===== src/erc_pkg.sv =====
// ----------------------------------------------------------------------------
// erc_pkg
// Types and constants shared by the event rate counter modules.
// ----------------------------------------------------------------------------
package erc_pkg;

  localparam int unsigned STAMP_W  = 32;
  localparam int unsigned PERIOD_W = 16;
  localparam int unsigned SCALE_W  = 10;
  localparam int unsigned NUM_W    = STAMP_W + SCALE_W;
  localparam int unsigned STEP_W   = $clog2(NUM_W);

  localparam logic [SCALE_W-1:0]  EVENT_SCALE  = 10'd1000;
  localparam logic [PERIOD_W-1:0] PERIOD_RESET = 16'd1000;
  localparam logic [STAMP_W-1:0]  MAX32        = '1;
  localparam logic [STEP_W-1:0]   DIV_LAST     = STEP_W'(NUM_W - 1);

  typedef enum logic [2:0] {
    ST_IDLE,
    ST_EVAL,
    ST_MUL,
    ST_DIV,
    ST_PUSH
  } erc_state_t;

  typedef struct packed {
    logic capture;
    logic eval;
    logic mul;
    logic div_step;
    logic push;
  } erc_cmd_t;

  typedef struct packed {
    logic reach;
    logic div_last;
    logic out_free;
  } erc_status_t;

endpackage


===== src/erc_channels.sv =====
// ----------------------------------------------------------------------------
// erc channels
// Valid/ready channels for event items and rate results.
// ----------------------------------------------------------------------------
interface erc_in_if;
  logic        valid;
  logic        ready;
  logic        op;
  logic [31:0] now_ms;

  modport source (output valid, output op, output now_ms, input ready);
  modport sink   (input valid, input op, input now_ms, output ready);
endinterface

interface erc_out_if;
  logic        valid;
  logic        ready;
  logic [31:0] rate;
  logic        rate_updated;

  modport source (output valid, output rate, output rate_updated, input ready);
  modport sink   (input valid, input rate, input rate_updated, output ready);
endinterface


===== src/event_rate_counter.sv =====
// ----------------------------------------------------------------------------
// event_rate_counter
// Events-per-second meter over millisecond timestamps.
//
// Input channel in_ch carries op (0 start, 1 tick) and now_ms. Each transfer
// gives exactly one result on out_ch: rate and rate_updated.
// cfg_we/cfg_wdata write period_ms; write only while no item is in flight.
//
// Sequence: a start, or a tick that does not close the period, is captured,
// evaluated and handed over to the output register. A tick that closes the
// period also scales its event count by 1000 and runs a 42-step restoring
// divide (one quotient bit per cycle) by the elapsed time before hand-over.
// Items are processed one at a time; in_ch.ready is high whenever the
// sequencer is idle, even while a result waits in the output register.
// Receiver stall: the output register holds its result and the next item
// waits at its final hand-over step until the register frees.
// Reset: period_ms returns to 1000 and all measurement state clears.
// ----------------------------------------------------------------------------
module event_rate_counter
  import erc_pkg::*;
(
  input  logic                clk,
  input  logic                rst_n,
  erc_in_if.sink              in_ch,
  erc_out_if.source           out_ch,
  input  logic                cfg_we,
  input  logic [PERIOD_W-1:0] cfg_wdata
);

  erc_cmd_t    cmd;
  erc_status_t status;

  erc_ctrl u_ctrl (
    .clk      (clk),
    .rst_n    (rst_n),
    .in_valid (in_ch.valid),
    .in_ready (in_ch.ready),
    .cmd      (cmd),
    .status   (status)
  );

  erc_dp u_dp (
    .clk              (clk),
    .rst_n            (rst_n),
    .in_op            (in_ch.op),
    .in_now_ms        (in_ch.now_ms),
    .cfg_we           (cfg_we),
    .cfg_wdata        (cfg_wdata),
    .cmd              (cmd),
    .status           (status),
    .out_ready        (out_ch.ready),
    .out_valid        (out_ch.valid),
    .out_rate         (out_ch.rate),
    .out_rate_updated (out_ch.rate_updated)
  );

endmodule


===== src/erc_ctrl.sv =====
// ----------------------------------------------------------------------------
// erc_ctrl
// Sequencer: capture, evaluate, multiply, divide and hand over one item.
// ----------------------------------------------------------------------------
module erc_ctrl
  import erc_pkg::*;
(
  input  logic        clk,
  input  logic        rst_n,
  input  logic        in_valid,
  output logic        in_ready,
  output erc_cmd_t    cmd,
  input  erc_status_t status
);

  erc_state_t state_r;
  erc_state_t state_nxt;

  always_ff @(posedge clk) begin
    if (!rst_n) begin
      state_r <= ST_IDLE;
    end else begin
      state_r <= state_nxt;
    end
  end

  always_comb begin
    state_nxt = state_r;
    cmd       = '0;
    in_ready  = 1'b0;
    case (state_r)
      ST_IDLE: begin
        in_ready = 1'b1;
        if (in_valid) begin
          cmd.capture = 1'b1;
          state_nxt   = ST_EVAL;
        end
      end
      ST_EVAL: begin
        cmd.eval  = 1'b1;
        state_nxt = status.reach ? ST_MUL : ST_PUSH;
      end
      ST_MUL: begin
        cmd.mul   = 1'b1;
        state_nxt = ST_DIV;
      end
      ST_DIV: begin
        cmd.div_step = 1'b1;
        if (status.div_last) begin
          state_nxt = ST_PUSH;
        end
      end
      ST_PUSH: begin
        if (status.out_free) begin
          cmd.push  = 1'b1;
          state_nxt = ST_IDLE;
        end
      end
      default: begin
        state_nxt = ST_IDLE;
      end
    endcase
  end

endmodule


===== src/erc_dp.sv =====
// ----------------------------------------------------------------------------
// erc_dp
// Datapath: measurement state, period register, restoring divider, result
// register.
// ----------------------------------------------------------------------------
module erc_dp
  import erc_pkg::*;
(
  input  logic                clk,
  input  logic                rst_n,
  input  logic                in_op,
  input  logic [STAMP_W-1:0]  in_now_ms,
  input  logic                cfg_we,
  input  logic [PERIOD_W-1:0] cfg_wdata,
  input  erc_cmd_t            cmd,
  output erc_status_t         status,
  input  logic                out_ready,
  output logic                out_valid,
  output logic [STAMP_W-1:0]  out_rate,
  output logic                out_rate_updated
);

  logic [PERIOD_W-1:0] period_r;
  logic                op_r;
  logic [STAMP_W-1:0]  now_r;
  logic [STAMP_W-1:0]  last_r;
  logic [STAMP_W-1:0]  elapsed_r;
  logic [STAMP_W-1:0]  count_r;
  logic [STAMP_W-1:0]  rate_r;
  logic                updated_r;
  logic [NUM_W-1:0]    quo_r;
  logic [STAMP_W-1:0]  rem_r;
  logic [STEP_W-1:0]   step_r;
  logic                out_valid_r;
  logic [STAMP_W-1:0]  out_rate_r;
  logic                out_updated_r;

  logic [STAMP_W-1:0]  delta;
  logic [STAMP_W:0]    el_sum;
  logic [STAMP_W-1:0]  elapsed_nxt;
  logic [STAMP_W-1:0]  count_nxt;
  logic [STAMP_W-1:0]  limit;
  logic [STAMP_W:0]    rem_sh;
  logic                ge;
  logic [STAMP_W-1:0]  rem_nxt;
  logic [NUM_W-1:0]    quo_nxt;
  logic [STAMP_W-1:0]  rate_sat;

  always_comb begin
    delta       = now_r - last_r;
    el_sum      = {1'b0, elapsed_r} + {1'b0, delta};
    elapsed_nxt = el_sum[STAMP_W] ? MAX32 : el_sum[STAMP_W-1:0];
    count_nxt   = (count_r == MAX32) ? MAX32 : count_r + STAMP_W'(1);
    limit       = (period_r == '0) ? STAMP_W'(1) : STAMP_W'(period_r);
    rem_sh      = {rem_r, quo_r[NUM_W-1]};
    ge          = rem_sh >= {1'b0, elapsed_r};
    rem_nxt     = ge ? STAMP_W'(rem_sh - {1'b0, elapsed_r}) : rem_sh[STAMP_W-1:0];
    quo_nxt     = {quo_r[NUM_W-2:0], ge};
    rate_sat    = (quo_nxt[NUM_W-1:STAMP_W] != '0) ? MAX32 : quo_nxt[STAMP_W-1:0];
  end

  assign status.reach    = op_r && (elapsed_nxt >= limit);
  assign status.div_last = (step_r == DIV_LAST);
  assign status.out_free = !out_valid_r || out_ready;

  always_ff @(posedge clk) begin
    if (!rst_n) begin
      period_r <= PERIOD_RESET;
    end else if (cfg_we) begin
      period_r <= cfg_wdata;
    end
  end

  always_ff @(posedge clk) begin
    if (cmd.capture) begin
      op_r  <= in_op;
      now_r <= in_now_ms;
    end
  end

  always_ff @(posedge clk) begin
    if (!rst_n) begin
      last_r    <= '0;
      elapsed_r <= '0;
      count_r   <= '0;
      rate_r    <= '0;
      updated_r <= 1'b0;
    end else if (cmd.eval) begin
      last_r    <= now_r;
      updated_r <= 1'b0;
      if (op_r) begin
        elapsed_r <= elapsed_nxt;
        count_r   <= count_nxt;
      end else begin
        elapsed_r <= '0;
        count_r   <= '0;
        rate_r    <= '0;
      end
    end else if (cmd.div_step && status.div_last) begin
      rate_r    <= rate_sat;
      elapsed_r <= '0;
      count_r   <= '0;
      updated_r <= 1'b1;
    end
  end

  always_ff @(posedge clk) begin
    if (cmd.mul) begin
      quo_r  <= NUM_W'(count_r) * NUM_W'(EVENT_SCALE);
      rem_r  <= '0;
      step_r <= '0;
    end else if (cmd.div_step) begin
      quo_r  <= quo_nxt;
      rem_r  <= rem_nxt;
      step_r <= step_r + STEP_W'(1);
    end
  end

  always_ff @(posedge clk) begin
    if (!rst_n) begin
      out_valid_r <= 1'b0;
    end else if (cmd.push) begin
      out_valid_r <= 1'b1;
    end else if (out_ready) begin
      out_valid_r <= 1'b0;
    end
  end

  always_ff @(posedge clk) begin
    if (cmd.push) begin
      out_rate_r    <= rate_r;
      out_updated_r <= updated_r;
    end
  end

  assign out_valid        = out_valid_r;
  assign out_rate         = out_rate_r;
  assign out_rate_updated = out_updated_r;

`ifndef ASSERT_OFF
  a_push_slot_free: assert property (@(posedge clk) disable iff (!rst_n)
    cmd.push |-> (!out_valid_r || out_ready))
    else $error("result loaded over an untaken transfer");

  a_div_nonzero: assert property (@(posedge clk) disable iff (!rst_n)
    cmd.div_step |-> (elapsed_r != '0))
    else $error("divide with zero divisor");

  a_div_clears: assert property (@(posedge clk) disable iff (!rst_n)
    (cmd.div_step && status.div_last) |=> (elapsed_r == '0 && count_r == '0 && updated_r))
    else $error("window not cleared after rate update");

  a_mul_after_reach: assert property (@(posedge clk) disable iff (!rst_n)
    cmd.mul |-> $past(cmd.eval && status.reach))
    else $error("divide started without period reached");
`endif

endmodule

===== src/flat_wrapper.sv =====
// flat-port wrapper written by rule: the top's interface ports become plain ports
module event_rate_counter_flat import erc_pkg::*;
  (clk, rst_n, cfg_we, cfg_wdata, in_ch_valid, in_ch_op, in_ch_now_ms, in_ch_ready, out_ch_valid, out_ch_rate, out_ch_rate_updated, out_ch_ready);
  erc_in_if in_ch_i ();
  erc_out_if out_ch_i ();
  input  logic clk;
  input  logic rst_n;
  input  logic cfg_we;
  input  logic [PERIOD_W-1:0] cfg_wdata;
  input wire logic [$bits(in_ch_i.valid)-1:0] in_ch_valid;
  input wire logic [$bits(in_ch_i.op)-1:0] in_ch_op;
  input wire logic [$bits(in_ch_i.now_ms)-1:0] in_ch_now_ms;
  output wire logic [$bits(in_ch_i.ready)-1:0] in_ch_ready;
  output wire logic [$bits(out_ch_i.valid)-1:0] out_ch_valid;
  output wire logic [$bits(out_ch_i.rate)-1:0] out_ch_rate;
  output wire logic [$bits(out_ch_i.rate_updated)-1:0] out_ch_rate_updated;
  input wire logic [$bits(out_ch_i.ready)-1:0] out_ch_ready;
  assign in_ch_i.valid = in_ch_valid;
  assign in_ch_i.op = in_ch_op;
  assign in_ch_i.now_ms = in_ch_now_ms;
  assign in_ch_ready = in_ch_i.ready;
  assign out_ch_valid = out_ch_i.valid;
  assign out_ch_rate = out_ch_i.rate;
  assign out_ch_rate_updated = out_ch_i.rate_updated;
  assign out_ch_i.ready = out_ch_ready;
  event_rate_counter u_core (.clk(clk), .rst_n(rst_n), .in_ch(in_ch_i), .out_ch(out_ch_i), .cfg_we(cfg_we), .cfg_wdata(cfg_wdata));
endmodule

===== config.mk =====
export PLATFORM = sky130hd
export DESIGN_NAME = event_rate_counter_flat
export DESIGN_NICKNAME = d
export VERILOG_FILES = /design/src/erc_pkg.sv /design/src/erc_channels.sv /design/src/event_rate_counter.sv /design/src/erc_ctrl.sv /design/src/erc_dp.sv /design/src/flat_wrapper.sv
export SDC_FILE = /design/constraint.sdc
export NUM_CORES = 1
export LEC_CHECK = 0
export BUFFER_PORTS_ARGS = -buffer_cell sky130_fd_sc_hd__buf_2
export CAP_MARGIN = 20
export CORE_MARGIN = 3
export CORE_UTILIZATION = 60
export CTS_CLUSTER_DIAMETER = 200
export DETAILED_ROUTE_END_ITERATION = 8
export PLACE_DENSITY = 0.81
export SETUP_SLACK_MARGIN = 0.2
export SLEW_MARGIN = 20
export SYNTH_ARGS = -nofsm -noshare
export SYNTH_HDL_FRONTEND = slang
export SYNTH_SLANG_ARGS = --single-unit

===== constraint.sdc =====
create_clock -name clk -period 7.4 [get_ports clk]
set_input_delay 0.37 -clock clk [delete_from_list [all_inputs] [get_ports clk]]
set_output_delay 0.37 -clock clk [all_outputs]
set_load 0.005 [all_outputs]

## Word-level counts from Yosys, hierarchy flattened

Cells that the tools add are included.

- $add $sub $neg: 5
- $mul: 1
- Magnitude comparators: 2
- Eq/ne operators: 10
- Muxes and demuxes: 30
- Bitwise operators: 1
- Reductions and logical operators: 13

Operators by type and width:

| cell | number |
|---|---|
| $mux 32 | 12 |
| $mux 42 | 2 |
| $sub 32x32->32 | 2 |
| $mul 32x7->39 const B | 1 |
| $add 32x32->33 | 1 |
| $ge 33x32->1 | 1 |
| $add 32x1->32 const B | 1 |
| $eq 32x32->1 const B | 1 |
| $ge 32x16->1 | 1 |
| $logic_not 16->1 | 1 |
| $mux 16 | 1 |
| $pmux 3 s5 | 1 |
| $mux 3 | 4 |
| $mux 1 | 10 |
| $reduce_bool 10->1 | 1 |
| $add 6x1->6 const B | 1 |
| $eq 3x2->1 const B | 2 |
| $eq 6x6->1 const B | 1 |
| $ne 2x2->1 const B | 3 |
| $reduce_bool 2->1 | 3 |
| $eq 3x1->1 const B | 1 |
| $eq 3x3->1 const B | 1 |
| $logic_not 3->1 | 1 |
| $reduce_and 3->1 | 1 |
| other kinds (7) | 8 |

- Bits in registers: 295
- Input bits: 54
- Output and inout port bits: 35
- Logic and storage cells: 78

## Depth between registers and ports, before layout

Gate-level depths: netlist of the first run.

- Word-level depth: 7
- Mapped depth: 34
- Mapped depth without buffers: 33

## Modules after synthesis

Synthesis of the first run repeated with hierarchy kept, for this count alone.

- Cells, all modules: 2392
- Area, all modules: 22136.2 um2

By module, submodules not included:

| module | times used | cells each | area each (um2) |
|---|---|---|---|
| erc_dp | 1 | 2369 | 21923.5 |
| erc_ctrl | 1 | 23 | 212.7 |

## Worst setup path after synthesis of the first run

No wires, ideal clock.

- Path kind: reg2reg
- Start: register u_core.u_dp.now_r[0]
- End: register u_core.u_ctrl.state_r[2]
- Setup time: 0.062 ns
- Data arrival time: 5.939 ns
- Setup slack: 1.399 ns
- Cell stages (with the launch flop): 34
- Path buffers: 1
- Clock period less this slack: 6.001 ns
- Path through: edfxtp_1 > inv_1 > ha_1 > inv_1 > fa_1 > a21oi_1 > o21ai_0 > a21oi_1 > o21ai_0 > a21oi_1 > a21o_1 > a21oi_1 > o21ai_0 > nor2b_1 > xnor2_1 > ha_1 > a21o_1 > a21o_1 > a21o_1 > nand2_1 > a21oi_1 > a21oi_1 > clkbuf_1 > nand2b_1 > ha_1 > a21o_1 > a21o_1 > a21oi_1 > o2111ai_1 > nor4_1 > o2111ai_1 > nor4_1 > or4b_1 > nand3_1

- Longest elaborated chain between the ends: 7

Ends and longest elaborated chain:

| element | line | RTL |
|---|---|---|
| from (decl) | erc_dp.sv:25 | `logic [STAMP_W-1:0] now_r;` |
| from (signal assigned) | erc_dp.sv:77 | `now_r <= in_now_ms;` |
| $sub 32x32->32 | erc_dp.sv:50 | `delta = now_r - last_r;` |
| $add 32x32->33 | erc_dp.sv:51 | `el_sum = {1'b0, elapsed_r} + {1'b0, delta};` |
| $mux 32 | erc_dp.sv:52 | `elapsed_nxt = el_sum[STAMP_W] ? MAX32 : el_sum[STAMP_W-1:0];` |
| $ge 32x16->1 | erc_dp.sv:62 | `assign status.reach = op_r && (elapsed_nxt >= limit);` |
| $logic_and 1x1->1 | erc_dp.sv:62 |  |
| $mux 3 | erc_ctrl.sv:41 | `state_nxt = status.reach ? ST_MUL : ST_PUSH;` |
| $pmux 3 s5 | erc_ctrl.sv:31 | `case (state_r)` |
| to (signal assigned) | erc_ctrl.sv:23 | `state_r <= state_nxt;` |
| to (decl) | erc_ctrl.sv:16 | `erc_state_t state_r;` |

Every way passes these cells.
A chain may end at the register's enable or synchronous reset.

## Worst setup path in the final report of the first run

- Start: register u_core.u_dp.now_r[1]
- End: register u_core.u_ctrl.state_r[2]

Same word-level chain as after synthesis.

==> results of run 1 <==
## cells by family (layout without fill, tap and decap cells)
family,Yosys count,in the layout,share of synthesized area [%]
compound gates,727,727,21.4
flops,295,295,31.9
mux,33,33,1.51
fa+ha+maj,319,319,22.5
simple gates,681,681,14.3
xor+xnor,110,110,4.42
buf+inv,229,326,4.07
## metrics by stage
stage | setup WS (ns) | utilization (%) | instances
global placement | 0.870 | 63.4 | 2864
detailed placement | 0.768 | 63.4 | 2865
floorplan | 1.40 | - | 2394
global route | 0.191 | 67.4 | 2952
CTS | 0.682 | 67.3 | 2952
finish | 0.775 | 67.4 | 2952
## layout make-up
| type | instances | area (sq um) | area share, % |
|---|---|---|---|
| repair buffers | 132 | 843 | 3.51 |
| multi-input cells | 1870 | 14000 | 58.4 |
| clock inverters | 15 | 135 | 0.563 |
| well taps | 461 | 577 | 2.40 |
| clock buffers | 47 | 995 | 4.14 |
| inverters | 132 | 495 | 2.06 |
| flip-flops and latches | 295 | 6960 | 29.0 |
## state kept, by name (all words and copies together) (netlist names)
name	count
u_core.u_ctrl.state_r	3
u_core.u_dp.count_r	32
u_core.u_dp.elapsed_r	32
u_core.u_dp.last_r	32
u_core.u_dp.now_r	32
u_core.u_dp.op_r	1
u_core.u_dp.out_rate	32
u_core.u_dp.out_rate_updated	1
u_core.u_dp.out_valid	1
u_core.u_dp.period_r	16
u_core.u_dp.quo_r	42
u_core.u_dp.rate_r	32
u_core.u_dp.rem_r	32
u_core.u_dp.step_r	6
u_core.u_dp.updated_r	1
## power by group
group | switching [W] | internal, W | total, W | leakage, nW
clock network | 0.000681 | 0.00102 | 0.00170 | 0.554
registers | 0.000112 | 0.00182 | 0.00193 | 2.53
logic | 0.00175 | 0.00128 | 0.00303 | 7.39
total | 0.00255 | 0.00411 | 0.00666 | 10.5
## repair_timing
action	4_1_cts	5_1_grt
hold buffers	25	0
setup endpoints to repair	0	2
gates resized for setup	0	5
hold endpoints to repair	25	0
## final timing paths
check / depth (start not counted) / startpoint / end
setup reg to reg: 28 / u_core.u_dp.now_r[1] / u_core.u_ctrl.state_r[2]
hold reg to reg: 0 / u_core.u_dp.rate_r[19] / u_core.u_dp.out_rate[19]
setup / recovery: 28 / u_core.u_dp.now_r[1] / u_core.u_ctrl.state_r[2]
hold / removal: 1 / in_ch_now_ms[4] / u_core.u_dp.now_r[4]
## layout by cell type, fill, tap and decap left out, drive strengths merged, types with 10 or more instances in the layout
cell type    instances
a211oi              16
a21boi             120
a21o                59
a21oi              181
a22o                14
a31oi               15
and2                14
and3                27
buf                107
clkbuf              47
clkinv              11
dfxtp              190
dlygate4sd3         25
edfxtp             105
fa                 121
ha                 198
inv                133
mux2i               33
nand2              302
nand2b              24
nand3               39
nand4               18
nor2               144
nor2b               40
nor3                31
nor4                10
o211ai              19
o21a                18
o21ai              208
o21bai              13
xnor2               74
xor2                36
## critical path, delay by kind of cell, from the launching register on
kind,cells,cell delay [ns]
AO/OA/AOI/OAI,14,3.23
XOR/XNOR,1,0.11
adder cells (fa/ha/maj),3,0.98
flip-flops,1,0.44
AND/OR/NAND/NOR,10,1.79
## layer usage
layer	vias up	track usage (%)
li1	8619	-
met1	8595	37.2
met2	529	45.4
met3	96	4.36
met4	0	7.92
met5	-	0
==> results.json, run 1 <==
{
  "status": "completed",
  "antenna_cells": 0,
  "cellPowerDensity_nw_per_um2": 277,
  "synth.largest_area_cell": "dfxtp_1",
  "reg2reg_setup_slack_ns": 0.78,
  "timing.setup.tns_ns": 0,
  "syn_to_final_growth_pct": 10.2,
  "io_buffers": 88,
  "fp.dieH_microns": 197,
  "grtUsageTotal_pct": 27.3,
  "avgSynthCellArea_sq_um": 9.11,
  "p_leak_nw": 10.5,
  "worstMarginPinSlew_ns": 1.18,
  "num_rows": 69,
  "synthFlopType": "dfxtp_1",
  "maxCapViolCount": 0,
  "startpoint_type": "register",
  "cts_tree": "done",
  "synth_sequential_area_ratio_pct": 31.9,
  "syn-cell-area_sq_um": 21800,
  "wl_met2_mm": 24.6,
  "postLayoutCellArea_sq_um": 24000,
  "core_sq_um": 35700,
  "synth_common_cells": "302 x nand2_1, 198 x ha_1, 193 x o21ai_0",
  "slowest_delay_ns": 0.47,
  "syn-num-nets": 2767,
  "synthArstFlopShare_pct": 0,
  "insertion_delay_ns": 0.54,
  "grt_pass1_vias": 17700,
  "yosysMostFrequentCell": "nand2_1",
  "cp.required_ns": 7.86,
  "post-cts-setup-buffer-count": 0,
  "cts_root_buf": "clkbuf_16",
  "critPathKind": "reg2reg",
  "dp_hpwl_mm": 39.3,
  "crit_arrival_ns": 7.09,
  "final_layout_size_suffix_gt1_share_pct": 7.95,
  "met1_length_mm": 23.3,
  "drtAntennaViolNets": 0,
  "wl_met3_mm": 3.15,
  "rsz0062_at_grt": "false",
  "period_minus_slack_ns": 6.62,
  "routedWlPerCell_microns": 17.7,
  "netlist_instances": 2394,
  "finalWeightedCongestion": 0.908,
  "setup_violations": 0,
  "grt_max_degree": 95,
  "slew_viol_final": 0,
  "p_total_w": 0.00666,
  "cts.sinks": 295,
  "ir_drop_uv": 287,
  "drcViolationCount": 0,
  "cts_made_buffers": 34,
  "critPathSlowestCell": "or4b_1",
  "yosysTopAreaCellShare_pct": 17.4,
  "num_io_pins": 89,
  "holdWs_ns": 0.0263,
  "fmax_mhz": 151,
  "top_layer": "met4",
  "netlist-cell-type-count": 84,
  "fillers": 2798,
  "crit_fanout": 7,
  "antenna_found_initial": 1,
  "finalCritPeriodShare_pct": 89.5,
  "wirelength_mm": 52.3,
  "synth-edff-count": 105,
  "overflow": 0,
  "initial_core_util_pct": 61.2,
  "drt-vias-per-instance": 6.04,
  "drt_pass1_iterations": 8,
  "yosysWarnings": 0,
  "finClkSkew_ns": 0.0304,
  "drt_first_iter_violations": 1202,
  "synth_seq_cells": 295,
  "cts.clk_slew.worst_paths_ns": 0.06,
  "cts_htree_levels": 2,
  "ys_top_cells_by_area": "dfxtp_1 17%, edfxtp_1 14%, ha_1 11%",
  "clockBufferDepth": 3,
  "postPlaceCellArea_sq_um": 22600,
  "end_kind": "register",
  "num_vias": 17800,
  "min-delay-path-class": "in2reg",
  "path_common_cell": "a21oi_1",
  "finalHoldViolCount": 0,
  "relSlewSlack_pct": 21.1,
  "num-nets-final": 2838,
  "die_x_microns": 197,
  "grt_pass1_wl_mm": 87.6,
  "dieArea_sq_um": 38700
}
No activity file was read; power rests on OpenSTA's default activity.
==> run 2, diff against run 1 <==
--- a/config.mk
+++ b/config.mk
@@ -9,7 +9,7 @@
 export CAP_MARGIN = 20
 export CORE_MARGIN = 3
 export CORE_UTILIZATION = 60
-export CTS_CLUSTER_DIAMETER = 200
+export CTS_CLUSTER_DIAMETER = 30
 export DETAILED_ROUTE_END_ITERATION = 8
 export PLACE_DENSITY = 0.81
 export SETUP_SLACK_MARGIN = 0.2
==> constraint.sdc (replaced) <==
create_clock -name clk -period 7.4 [get_ports clk]
set_input_delay 0.37 -clock clk [delete_from_list [all_inputs] [get_ports clk]]
set_output_delay 0.37 -clock clk [all_outputs]
set_load 0.01 [all_outputs]
==> results.json, run 2 (synthesis gave the netlist of run 1 again) <==
{
  "final_layout_size_suffix_gt1_share_pct": 10.3,
  "drt_first_iter_violations": 1270,
  "grt_pass1_vias": 18400,
  "p_total_w": 0.00810,
  "num_rows": 69,
  "postPlaceCellArea_sq_um": 22600,
  "wirelength_mm": 55.1,
  "clockBufferDepth": 3,
  "drt-vias-per-instance": 6.07,
  "final_cell_mix": "302 x nand2_1, 198 x ha_1, 192 x o21ai_0",
  "drcViolationCount": 0,
  "ir_drop_uv": 291,
  "path_common_cell": "a21oi_1",
  "status": "completed",
  "critPathKind": "reg2reg",
  "cts.clk_slew.worst_paths_ns": 0.05,
  "antenna_cells": 0,
  "rsz0062_at_grt": "false",
  "fmax_mhz": 153,
  "num-nets-final": 2880,
  "cts_root_buf": "clkbuf_16",
  "slowest_delay_ns": 0.47,
  "fp.dieH_microns": 197,
  "finClkSkew_ns": 0.0162,
  "finalHoldViolCount": 0,
  "min-delay-path-class": "in2reg",
  "worstMarginPinSlew_ns": 1.15,
  "period_minus_slack_ns": 6.54,
  "cts_tree": "done",
  "cp.required_ns": 7.90,
  "relSlewSlack_pct": 22.8,
  "cellPowerDensity_nw_per_um2": 319,
  "finalWeightedCongestion": 0.908,
  "timing.setup.tns_ns": 0,
  "end_kind": "register",
  "p_leak_nw": 11.1,
  "critPathLaunch": "u_core.u_dp.now_r[1]",
  "setup_violations": 0,
  "grt_max_degree": 95,
  "dieArea_sq_um": 38700,
  "drt_pass1_iterations": 5,
  "layout_commonest_cell": "nand2_1",
  "largest_register_ffs": 42,
  "worst-r2r-cell-count": 29,
  "cts.sinks": 295,
  "syn_to_final_growth_pct": 16.4,
  "post-cts-setup-buffer-count": 0,
  "initial_core_util_pct": 61.2,
  "reg2reg_setup_slack_ns": 0.86,
  "postLayoutCellArea_sq_um": 25400,
  "regMostFlops": "u_core.u_dp.quo_r",
  "startpoint_type": "register",
  "grt_pass1_wl_mm": 91.0,
  "routedWlPerCell_microns": 18.2,
  "timing.rr.start": "u_core.u_dp.now_r[1]",
  "drtAntennaViolNets": 0,
  "cts_htree_levels": 3,
  "insertion_delay_ns": 0.57,
  "dp_hpwl_mm": 39.3,
  "io_buffers": 88,
  "crit_arrival_ns": 7.04,
  "cts_made_buffers": 68,
  "critPathSlowestCell": "or4b_1",
  "finalCritPeriodShare_pct": 88.4,
  "slew_viol_final": 0,
  "die_x_microns": 197,
  "num_vias": 18400,
  "maxCapViolCount": 0,
  "overflow": 0,
  "grtUsageTotal_pct": 28.5,
  "endpoint": "u_core.u_ctrl.state_r[2]",
  "antenna_found_initial": 0,
  "r2r_end": "u_core.u_ctrl.state_r[2]",
  "num_io_pins": 89,
  "crit_fanout": 16,
  "core_sq_um": 35700
}
-- run 2: cell count changes in the layout (fill, tap and decap cells not counted) --
cell | before | now
bufinv_16 | 2 | 8
clkbuf_1 | 8 | 5
clkbuf_16 | 38 | 73
clkbuf_8 | 1 | 6
clkinv_2 | 6 | 9
clkinv_4 | 2 | 8
clkinv_8 | 0 | 1
clkinvlp_4 | 1 | 6
dlygate4sd3_1 | 25 | 33
inv_6 | 1 | 7
-- run 2: stage by stage --
step	cells	hold slack, ns	worst slack, ns	utilization (%)
floorplan	2394	0.408	1.40	-
global placement	2864	0.413	0.870	63.4
detailed placement	2865	0.415	0.768	63.4
CTS	3024	0.00829	0.716	71.1
global route	3024	0.0325	0.194	71.2
finish	3024	0.0302	0.860	71.2
-- run 2: area by class of cell --
cell class | instances | area (sq um)
fill | 2614 | 10300
multi-input combinational | 1870 | 14000
timing repair buffer | 140 | 923
clock buffer | 84 | 1930
tap | 461 | 577
inverter | 132 | 495
clock inverter | 42 | 489
sequential | 295 | 6960
-- run 2: timing repair --
item | 4_1_cts | 5_1_grt
resized for setup | 0 | 5
endpoints found under the hold margin | 33 | 0
setup endpoints to repair | 0 | 2
hold buffers | 33 | 0
-- run 2: power breakdown --
part / internal, W / switching, W
sequential: 0.00182 / 0.000114
clock: 0.00214 / 0.000981
combinational: 0.00128 / 0.00177
-- run 2: worst max-delay path: cells and delay by family, from the launching register on --
family	cells	cell delay, ns
XOR/XNOR	1	0.16
adder cells (fa/ha/maj)	3	0.97
AND/OR/NAND/NOR	9	1.63
flip-flops	1	0.44
AO/OA/AOI/OAI	15	3.06
buffers and inverters	1	0.21
-- run 2: worst min-delay path by stage --
stage                                 startpoint                        to  slack, ns  cells past startpoint
after CTS                           cfg_wdata[8]   u_core.u_dp.period_r[8]      0.008                      3
after global placement    u_core.u_dp.rate_r[12]  u_core.u_dp.out_rate[12]       0.41                      0
after detailed placement  u_core.u_dp.rate_r[25]  u_core.u_dp.out_rate[25]       0.41                      0
final                               cfg_wdata[6]   u_core.u_dp.period_r[6]       0.03                      3
after global routing                cfg_wdata[6]   u_core.u_dp.period_r[6]       0.03                      3
after floorplan            u_core.u_dp.rate_r[0]   u_core.u_dp.out_rate[0]       0.41                      0
-- run 2: routing by layer --
metal	track usage [%]	part of all wire, %	vias up
li1	-	-	8735
met1	37.5	43	8850
met2	48.0	48	659
met3	5.21	6.9	112
met4	9.24	2.2	0
met5	0	0	-
